==> config.mk <==
export PLATFORM = sky130hd
export DESIGN_NAME = row_shear_interpolator_unit
export DESIGN_NICKNAME = d
export VERILOG_FILES = /design/src/design/rsi_pkg.sv /design/src/design/rsi_blend.sv /design/src/design/rsi_job.sv /design/src/design/rsi_emit.sv /design/src/design/row_shear_interpolator_unit.sv
export SDC_FILE = /design/constraint.sdc
export NUM_CORES = 2
export LEC_CHECK = 0
export ABC_AREA = 1
export BUFFER_PORTS_ARGS = -buffer_cell sky130_fd_sc_hd__buf_4
export CAP_MARGIN = 20
export CORE_MARGIN = 3
export CORE_UTILIZATION = 45
export DETAILED_ROUTE_END_ITERATION = 10
export PLACE_DENSITY = 0.68
export SYNTH_ARGS = -nofsm -noshare
export SYNTH_HDL_FRONTEND = slang
export SYNTH_HIERARCHICAL = 1
export SYNTH_SLANG_ARGS = --single-unit
==> constraint.sdc <==
create_clock -name clk_i -period 9.7 [get_ports clk_i]
set_input_delay 1.94 -clock clk_i [delete_from_list [all_inputs] [get_ports clk_i]]
set_output_delay 1.94 -clock clk_i [all_outputs]
set_load 0.01 [all_outputs]
==> src/design/rsi_pkg.sv <==
package rsi_pkg;

  localparam int MAX_WIDTH = 4096;
  localparam int MAX_SHIFT = 60;
  localparam int FRAC_BITS = 16;
  localparam int RES_LIMIT = MAX_SHIFT + 2;

  localparam int PIX_W = 24;
  localparam int LEN_W = 13;
  localparam int COL_W = 12;
  localparam int SHIFT_W = 22;
  localparam int STEP_W = 23;
  localparam int IP_W = SHIFT_W - FRAC_BITS;
  localparam int CNT_W = 6;
  localparam int CFG_IDX_W = 3;
  localparam int CFG_DATA_W = 24;

  localparam int SHIFT_MAX_FP = MAX_SHIFT << FRAC_BITS;

  typedef enum logic [CFG_IDX_W-1:0] {
    CFG_FILL_COLOR   = 3'd0,
    CFG_EXPAND_MODE  = 3'd1,
    CFG_ROW_LENGTH   = 3'd2,
    CFG_OUT_WIDTH    = 3'd3,
    CFG_START_OFFSET = 3'd4,
    CFG_ROW_STEP     = 3'd5
  } cfg_idx_e;

  typedef struct packed {
    logic [PIX_W-1:0]          fill_color;
    logic                      expand_mode;
    logic [LEN_W-1:0]          row_length;
    logic [LEN_W-1:0]          out_width;
    logic [SHIFT_W-1:0]        start_offset;
    logic signed [STEP_W-1:0]  row_step;
  } cfg_t;

  // One accepted source pixel together with everything needed to emit its results.
  typedef struct packed {
    logic [PIX_W-1:0]     cur;
    logic [PIX_W-1:0]     prev;
    logic [PIX_W-1:0]     fill;
    logic                 expand;
    logic [FRAC_BITS-1:0] frac;
    logic                 first;
    logic                 last;
    logic [CNT_W-1:0]     lead;
    logic [CNT_W-1:0]     cnt_last;
  } job_t;

endpackage

==> src/design/rsi_blend.sv <==
module rsi_blend
  import rsi_pkg::*;
(
  input  logic [PIX_W-1:0]     a_i,
  input  logic [PIX_W-1:0]     b_i,
  input  logic [FRAC_BITS-1:0] frac_i,
  output logic [PIX_W-1:0]     y_o
);

  localparam int ACC_W = 8 + FRAC_BITS + 2;

  logic [FRAC_BITS:0] inv;
  logic [ACC_W-1:0]   acc [3];

  assign inv = (FRAC_BITS+1)'(1 << FRAC_BITS) - {1'b0, frac_i};

  // a*f + b*(1-f) + 1/2, truncated, per channel.
  always_comb begin
    for (int c = 0; c < 3; c++) begin
      acc[c] = ACC_W'(a_i[8*c +: 8]) * ACC_W'(frac_i)
             + ACC_W'(b_i[8*c +: 8]) * ACC_W'(inv)
             + ACC_W'(1 << (FRAC_BITS - 1));
      y_o[8*c +: 8] = acc[c][FRAC_BITS +: 8];
    end
  end

endmodule

==> src/design/rsi_job.sv <==
module rsi_job
  import rsi_pkg::*;
(
  input  logic             clk_i,
  input  logic             rst_ni,
  input  cfg_t             cfg_i,
  input  logic             in_valid_i,
  output logic             in_ready_o,
  input  logic [PIX_W-1:0] in_pix_i,
  input  logic             in_frame_start_i,
  input  logic             pop_i,
  output logic             job_valid_o,
  output job_t             job_o
);

  logic [SHIFT_W-1:0] shift_acc_q, shift_acc_d;
  logic [COL_W-1:0]   column_count_q, column_count_d;
  logic [PIX_W-1:0]   prev_pixel_q;
  logic               job_valid_q;
  job_t               job_q, job_d;

  logic                  accept;
  logic [LEN_W-1:0]      len;
  logic [SHIFT_W-1:0]    shift_cur;
  logic [COL_W-1:0]      col_raw, col;
  logic [IP_W-1:0]       ip;
  logic [FRAC_BITS-1:0]  frac;
  logic                  first, last, fb;
  logic [CNT_W-1:0]      lead, n_pre, room, tcnt;
  logic signed [LEN_W+1:0] trail;
  logic signed [SHIFT_W+1:0] shift_sum;

  assign accept = in_valid_i && in_ready_o;
  assign in_ready_o = !job_valid_q || pop_i;

  always_comb begin
    if (cfg_i.row_length == '0) begin
      len = LEN_W'(1);
    end else if (cfg_i.row_length > LEN_W'(MAX_WIDTH)) begin
      len = LEN_W'(MAX_WIDTH);
    end else begin
      len = cfg_i.row_length;
    end

    // A frame start reloads the shift and restarts the row.
    if (in_frame_start_i) begin
      shift_cur = (cfg_i.start_offset > SHIFT_W'(SHIFT_MAX_FP)) ?
                  SHIFT_W'(SHIFT_MAX_FP) : cfg_i.start_offset;
      col_raw = '0;
    end else begin
      shift_cur = shift_acc_q;
      col_raw = column_count_q;
    end
    col = ({1'b0, col_raw} >= len) ? '0 : col_raw;

    ip = shift_cur[SHIFT_W-1:FRAC_BITS];
    frac = shift_cur[FRAC_BITS-1:0];
    fb = |frac;
    first = (col == '0);
    last = ({1'b0, col} == len - LEN_W'(1));

    lead = first ? CNT_W'(ip) : '0;
    n_pre = lead + CNT_W'(1) + CNT_W'(last && fb);

    trail = $signed({2'b00, cfg_i.out_width}) - $signed((LEN_W+2)'(ip))
          - $signed({2'b00, len}) - $signed((LEN_W+2)'(fb));
    room = CNT_W'(RES_LIMIT) - n_pre;
    if (trail < 0) begin
      tcnt = '0;
    end else if (trail > $signed((LEN_W+2)'(room))) begin
      tcnt = room;
    end else begin
      tcnt = trail[CNT_W-1:0];
    end

    job_d.cur = in_pix_i;
    job_d.prev = prev_pixel_q;
    job_d.fill = cfg_i.fill_color;
    job_d.expand = cfg_i.expand_mode;
    job_d.frac = frac;
    job_d.first = first;
    job_d.last = last;
    job_d.lead = lead;
    job_d.cnt_last = n_pre + (last ? tcnt : '0) - CNT_W'(1);

    shift_sum = $signed({2'b00, shift_cur}) + (SHIFT_W+2)'(cfg_i.row_step);
    if (!last) begin
      shift_acc_d = shift_cur;
    end else if (shift_sum < 0) begin
      shift_acc_d = '0;
    end else if (shift_sum > $signed((SHIFT_W+2)'(SHIFT_MAX_FP))) begin
      shift_acc_d = SHIFT_W'(SHIFT_MAX_FP);
    end else begin
      shift_acc_d = shift_sum[SHIFT_W-1:0];
    end
    column_count_d = last ? '0 : col + COL_W'(1);
  end

  always_ff @(posedge clk_i or negedge rst_ni) begin
    if (!rst_ni) begin
      shift_acc_q <= '0;
      column_count_q <= '0;
      prev_pixel_q <= '0;
      job_valid_q <= 1'b0;
    end else if (accept) begin
      shift_acc_q <= shift_acc_d;
      column_count_q <= column_count_d;
      prev_pixel_q <= in_pix_i;
      job_valid_q <= 1'b1;
    end else if (pop_i) begin
      job_valid_q <= 1'b0;
    end
  end

  always_ff @(posedge clk_i) begin
    if (accept) begin
      job_q <= job_d;
    end
  end

  assign job_valid_o = job_valid_q;
  assign job_o = job_q;

endmodule

==> src/design/rsi_emit.sv <==
module rsi_emit
  import rsi_pkg::*;
(
  input  logic             clk_i,
  input  logic             rst_ni,
  input  logic             job_valid_i,
  input  job_t             job_i,
  output logic             pop_o,
  output logic             out_valid_o,
  input  logic             out_ready_i,
  output logic [PIX_W-1:0] out_pix_o,
  output logic             out_row_end_o,
  output logic             out_run_last_o
);

  logic [CNT_W-1:0] idx_q;
  logic             out_valid_q;
  logic [PIX_W-1:0] pix_q, pix_d;
  logic             row_end_q, run_last_q;

  logic             advance, final_res;
  logic [PIX_W-1:0] edge_pix, body_pix, tail_pix, head_blend, body_blend, tail_blend;

  assign advance = job_valid_i && (!out_valid_q || out_ready_i);
  assign final_res = (idx_q == job_i.cnt_last);
  assign pop_o = advance && final_res;

  rsi_blend u_body_blend (
    .a_i    (job_i.first ? job_i.fill : job_i.prev),
    .b_i    (job_i.cur),
    .frac_i (job_i.frac),
    .y_o    (body_blend)
  );

  rsi_blend u_tail_blend (
    .a_i    (job_i.cur),
    .b_i    (job_i.fill),
    .frac_i (job_i.frac),
    .y_o    (tail_blend)
  );

  always_comb begin
    edge_pix = job_i.expand ? job_i.cur : job_i.fill;
    head_blend = job_i.expand ? job_i.cur : body_blend;
    if (job_i.frac == '0) begin
      body_pix = job_i.cur;
    end else if (job_i.first) begin
      body_pix = head_blend;
    end else begin
      body_pix = body_blend;
    end
    tail_pix = job_i.expand ? job_i.cur : tail_blend;

    // Leading fill, body pixel, row-end blend, trailing fill; expand mode uses cur.
    if (idx_q < job_i.lead) begin
      pix_d = edge_pix;
    end else if (idx_q == job_i.lead) begin
      pix_d = body_pix;
    end else if (idx_q == job_i.lead + CNT_W'(1) && job_i.last && job_i.frac != '0) begin
      pix_d = tail_pix;
    end else begin
      pix_d = edge_pix;
    end
  end

  always_ff @(posedge clk_i or negedge rst_ni) begin
    if (!rst_ni) begin
      idx_q <= '0;
      out_valid_q <= 1'b0;
    end else begin
      if (pop_o) begin
        idx_q <= '0;
      end else if (advance) begin
        idx_q <= idx_q + CNT_W'(1);
      end
      if (advance) begin
        out_valid_q <= 1'b1;
      end else if (out_ready_i) begin
        out_valid_q <= 1'b0;
      end
    end
  end

  always_ff @(posedge clk_i) begin
    if (advance) begin
      pix_q <= pix_d;
      row_end_q <= final_res && job_i.last;
      run_last_q <= final_res;
    end
  end

  assign out_valid_o = out_valid_q;
  assign out_pix_o = pix_q;
  assign out_row_end_o = row_end_q;
  assign out_run_last_o = run_last_q;

endmodule

==> src/design/row_shear_interpolator_unit.sv <==
// An accepted item is held in the job register, and its results in the output register.
// Throughput: an item yields 1 to 62 results, one per cycle from a single output register
// while the output is not stalled; the next item is accepted in the cycle its predecessor's
// last result is registered, so single-result items stream at one per cycle likewise.
// Reset clears the shift, column and previous pixel state and empties both registers;
// the settings return to fill 0, no expand, row length 1, output width 1, zero shift.
module row_shear_interpolator_unit
  import rsi_pkg::*;
(
  input  logic                  clk_i,
  input  logic                  rst_ni,
  input  logic                  cfg_we_i,
  input  logic [CFG_IDX_W-1:0]  cfg_idx_i,
  input  logic [CFG_DATA_W-1:0] cfg_data_i,
  input  logic                  s_axis_tvalid,
  output logic                  s_axis_tready,
  input  logic [23:0]           s_axis_tdata,  // pix_r, pix_g, pix_b
  input  logic                  s_axis_tuser,  // frame_start
  output logic                  m_axis_tvalid,
  input  logic                  m_axis_tready,
  output logic [23:0]           m_axis_tdata,  // out_r, out_g, out_b
  output logic                  m_axis_tlast,  // row_end
  output logic                  m_axis_tuser   // run_last
);

  cfg_t             cfg_q;
  logic             pop, job_valid;
  job_t             job;
  logic [PIX_W-1:0] in_pix, out_pix;

  always_ff @(posedge clk_i or negedge rst_ni) begin
    if (!rst_ni) begin
      cfg_q.fill_color <= '0;
      cfg_q.expand_mode <= 1'b0;
      cfg_q.row_length <= LEN_W'(1);
      cfg_q.out_width <= LEN_W'(1);
      cfg_q.start_offset <= '0;
      cfg_q.row_step <= '0;
    end else if (cfg_we_i) begin
      case (cfg_idx_e'(cfg_idx_i))
        CFG_FILL_COLOR:   cfg_q.fill_color <= cfg_data_i[PIX_W-1:0];
        CFG_EXPAND_MODE:  cfg_q.expand_mode <= cfg_data_i[0];
        CFG_ROW_LENGTH:   cfg_q.row_length <= cfg_data_i[LEN_W-1:0];
        CFG_OUT_WIDTH:    cfg_q.out_width <= cfg_data_i[LEN_W-1:0];
        CFG_START_OFFSET: cfg_q.start_offset <= cfg_data_i[SHIFT_W-1:0];
        CFG_ROW_STEP:     cfg_q.row_step <= cfg_data_i[STEP_W-1:0];
        default: ;
      endcase
    end
  end

  // Internal pixels keep red in the top byte.
  assign in_pix = {s_axis_tdata[7:0], s_axis_tdata[15:8], s_axis_tdata[23:16]};

  rsi_job u_job (
    .clk_i            (clk_i),
    .rst_ni           (rst_ni),
    .cfg_i            (cfg_q),
    .in_valid_i       (s_axis_tvalid),
    .in_ready_o       (s_axis_tready),
    .in_pix_i         (in_pix),
    .in_frame_start_i (s_axis_tuser),
    .pop_i            (pop),
    .job_valid_o      (job_valid),
    .job_o            (job)
  );

  rsi_emit u_emit (
    .clk_i          (clk_i),
    .rst_ni         (rst_ni),
    .job_valid_i    (job_valid),
    .job_i          (job),
    .pop_o          (pop),
    .out_valid_o    (m_axis_tvalid),
    .out_ready_i    (m_axis_tready),
    .out_pix_o      (out_pix),
    .out_row_end_o  (m_axis_tlast),
    .out_run_last_o (m_axis_tuser)
  );

  assign m_axis_tdata = {out_pix[7:0], out_pix[15:8], out_pix[23:16]};

  // The end of a row always closes the results of its item.
  a_row_end_closes_item: assert property (@(posedge clk_i) disable iff (!rst_ni)
    m_axis_tvalid && m_axis_tlast |-> m_axis_tuser)
    else $error("row end result is not the last result of its item");

  a_result_count_bound: assert property (@(posedge clk_i) disable iff (!rst_ni)
    job_valid |-> job.cnt_last < CNT_W'(RES_LIMIT))
    else $error("item would produce too many results");

  a_lead_only_on_first: assert property (@(posedge clk_i) disable iff (!rst_ni)
    job_valid && !job.first |-> job.lead == '0)
    else $error("leading fill on a pixel that does not start a row");

  a_pop_frees_input: assert property (@(posedge clk_i) disable iff (!rst_ni)
    pop |-> s_axis_tready)
    else $error("finished item does not free the input side");

endmodule
==> flow_metrics.py <==
metrics = {
    "run_status": {
        "status": "complete, no violations",
    },
    "hold_path": {
        "min-delay-start": "u_job/prev_pixel_q[6]",
        "holdPathEnd": "u_job/job_o[61]",
        "worst_hold_path_type": "flip-flop to flip-flop",
        "hold_path_depth": 0,
    },
    "worst_setup_path": {
        "worstSetupPathType": "input port to flip-flop",
        "cp_slowest_cell": "nor4_1",
        "critical_path.max_fanout": 28,
        "worst_setup_path_start_kind": "input port",
        "critical_path_required_ns": 10.04,
        "timing.critical_path.slowest_cell_delay_ns": 0.47,
        "reg2reg_from": "u_job/job_o[21]",
        "timing.critical_path.max_delay_family": "simple AND/OR/NAND/NOR gates",
        "worst_path_most_repeated_cell": "nand2_1",
        "timing.critical_path.buf_inv": 11,
        "timing.critical_path.arrival_ns": 9.12,
        "r2r_end": "u_emit/out_pix_o[6]",
        "nature_of_the_critical_path_endpoint": "flip-flop",
        "regToRegSetupSlack_ns": 1.10,
        "worstRegToRegCells": 32,
    },
    "timing": {
        "final_max_slew_viol_count": 0,
        "finalClockSkew_ns": 0.0440,
        "tightestPinTransition_ns": 1.20,
        "max_freq_mhz": 114,
        "relSlewSlack_pct": 20.0,
        "hold_violations": 0,
        "layout_worst_path_cycle_share_pct": 90.5,
        "timing.final.setup_violations": 0,
        "rsz0062_at_grt": "false",
        "totalNegativeSetupSlack_ns": 0,
        "finalCriticalPeriod_ns": 8.78,
    },
    "grt": {
        "grt_start_max_net_pins": 74,
        "grt_overflow_total": 0,
        "grt_first_pass_wirelength_um": 352000,
        "grt_antenna_before_repair": 4,
        "grt_use_total_pct": 27.7,
        "grt_pass1_vias": 63400,
    },
    "synth": {
        "synth_sequential_area_ratio_pct": 11.1,
        "synth_async_sr_flop_share_pct": 55.7,
        "synth.net_count": 11400,
        "postSynthAreaPerCell_um2": 7.50,
        "ys_types": 66,
        "yosys_warnings": 6,
        "top_reg_cell_synth": "dfrtp_1",
        "ys_seq_elements": 291,
        "netlist_instances": 9544,
        "synth_edf_count": 129,
        "mappedNetlistArea_mm2": 0.0715,
    },
    "clock_tree": {
        "ctsRootBufferMaster": "clkbuf_16",
        "cts_post_setup_buffers_inserted": 0,
        "max_clock_buf_depth": 3,
        "cts.clk_slew.worst_paths_ns": 0.08,
        "cts_max_level": 2,
        "clock_sinks": 291,
        "tritoncts": "done",
        "numCtsBuffers": 35,
        "worstSkewPairLatency_ns": 0.59,
    },
    "routing": {
        "drc_errors": 0,
        "dr.pass1.iters": 7,
        "wl_per_cell_um": 19.3,
        "first_iter_violations": 5127,
        "vias_per_cell": 5.23,
        "wl_um": 223000,
        "drt.antenna.violating_nets": 0,
        "vias": 60500,
    },
    "finish": {
        "syn_to_final_growth_pct": 5.83,
        "layout.nets": 11400,
        "multi_input_comb_area_mm2": 0.0519,
        "fillCellCount": 15500,
        "final_layout_size_suffix_gt1_share_pct": 5.09,
        "antennaDiodeCount": 0,
        "regArea_mm2": 0.00793,
    },
    "floorplan": {
        "floorplan.core_area_mm2": 0.157,
        "die_ar_mm2": 0.164,
        "floorplan.initialDensity_pct": 45.5,
        "ioPinCount": 85,
        "die-height_um": 405,
        "row_count": 145,
        "die_w_um": 405,
    },
    "placement": {
        "gp_congestion": 0.952,
        "portBuffers": 84,
        "dp.final_hpwl_um": 177000,
    },
    "job": {
        "max_cap_check_violation_count": 0,
    },
}
cells in the mapped netlist, drive strengths merged, types with 2 or more instances:
cell | instances | area share, %
o21bai | 14 | 0.16
xnor2 | 31 | 0.38
nand2 | 2536 | 13
a21oi | 202 | 1.4
clkbuf | 244 | 1.3
inv | 2670 | 14
clkinv | 5 | 0.031
dfrtp | 160 | 5.6
ha | 560 | 9.8
nand4 | 88 | 0.81
a21o | 18 | 0.19
or3 | 2 | 0.017
or2 | 6 | 0.052
a31oi | 6 | 0.052
nand3b | 30 | 0.31
o21ai | 169 | 1.2
o22ai | 9 | 0.079
a211oi | 2 | 0.021
o31ai | 2 | 0.021
nor3 | 45 | 0.37
nand3 | 359 | 2.6
fa | 1283 | 36
o41ai | 2 | 0.035
o211ai | 8 | 0.084
nor4 | 12 | 0.11
o32ai | 2 | 0.024
a22oi | 22 | 0.23
edfxtp | 129 | 5.4
xor2 | 58 | 0.71
dfstp | 2 | 0.073
and2 | 11 | 0.096
o21a | 3 | 0.031
buf | 129 | 1.1
a21boi | 3 | 0.031
nor2 | 718 | 4.2
per-layer routing:
layer | wire [µm] | track usage [%] | vias up
li1 | - | - | 27400
met4 | 9910 | 10.7 | 2
met1 | 92600 | 37.4 | 29800
met3 | 20600 | 5.31 | 493
met5 | 13 | 0 | -
met2 | 100000 | 44.0 | 2745
layout by cell type, fill, tap and decap left out, types with 30 or more instances in the layout:
master / Yosys / routed
xor2_1: 58 / 58
inv_1: 2645 / 2643
o21ai_0: 154 / 154
nand2_1: 2502 / 2501
nor3_1: 41 / 41
edfxtp_1: 129 / 129
clkbuf_16: 0 / 35
xnor2_1: 31 / 30
nand4_1: 86 / 86
ha_1: 560 / 560
nor2_2: 30 / 31
a21oi_1: 202 / 189
dfrtp_1: 160 / 160
buf_4: 17 / 252
nor2_1: 663 / 661
nand3_1: 348 / 348
nand3b_1: 30 / 30
fa_1: 1283 / 1283
final cells by class:
| class | count | area share, % |
|---|---|---|
| clock inverters | 17 | 0.324 |
| flip-flops and latches | 291 | 10.5 |
| multi-input cells | 6205 | 68.6 |
| inverters | 2675 | 13.3 |
| clock buffers | 47 | 1.30 |
| repair buffers | 259 | 2.65 |
| well taps | 2058 | 3.40 |
worst max path at each step:
stage	cells after the start	from	to	slack, ns
2_1_floorplan	47	s_axis_tuser	u_job/job_o[5]	1.29
4_1_cts	49	s_axis_tuser	u_job/job_o[5]	0.88
5_1_grt	48	s_axis_tuser	u_job/job_o[5]	0.10
3_3_place_gp	50	s_axis_tuser	u_job/job_o[5]	0.28
3_5_place_dp	49	s_axis_tuser	u_job/job_o[5]	0.27
6_report	46	s_axis_tuser	u_job/job_o[5]	0.92
cells by family after synthesis:
kind of cell    Yosys count  share of synthesized area [%]
compound gates          464                           3.61
buf+inv                3048                           16.5
simple gates           3809                           22.1
fa+ha+maj              1843                           45.7
flops                   291                           11.1
xor+xnor                 89                           1.09
flip-flops by register name (all words and copies together), names as in the netlist:
register and count:
cfg_q 96, u_emit/idx_q 6, u_emit/out_pix_o 24, u_emit/out_row_end_o 1, u_emit/out_run_last_o 1, u_emit/out_valid_o 1
u_job/column_count_q 12, u_job/job_o 103, u_job/job_valid_o 1, u_job/prev_pixel_q 24, u_job/shift_acc_q 22
stage by stage:
| stage | instances | setup WS [ns] | area (µm²) | utilization [%] | hold slack [ns] |
|---|---|---|---|---|---|
| final | 11600 | 0.922 | 75700 | 48.2 | 0.441 |
| after CTS | 11500 | 0.884 | 75600 | 48.1 | 0.435 |
| after global routing | 11600 | 0.100 | 75700 | 48.2 | 0.451 |
| after floorplan | 9544 | 1.29 | 71500 | - | 0.425 |
| after detailed placement | 11500 | 0.273 | 74400 | 47.4 | 0.432 |
| after global placement | 11500 | 0.282 | 74400 | 47.4 | 0.431 |
what timing repair did:
item,in CTS,in global routing
resized for setup,0,1
hold buffers,0,0
setup endpoints to repair,0,1
Power is not shown: default switching activity piles up to over one toggle a cycle in this logic, so the estimate is an artifact.
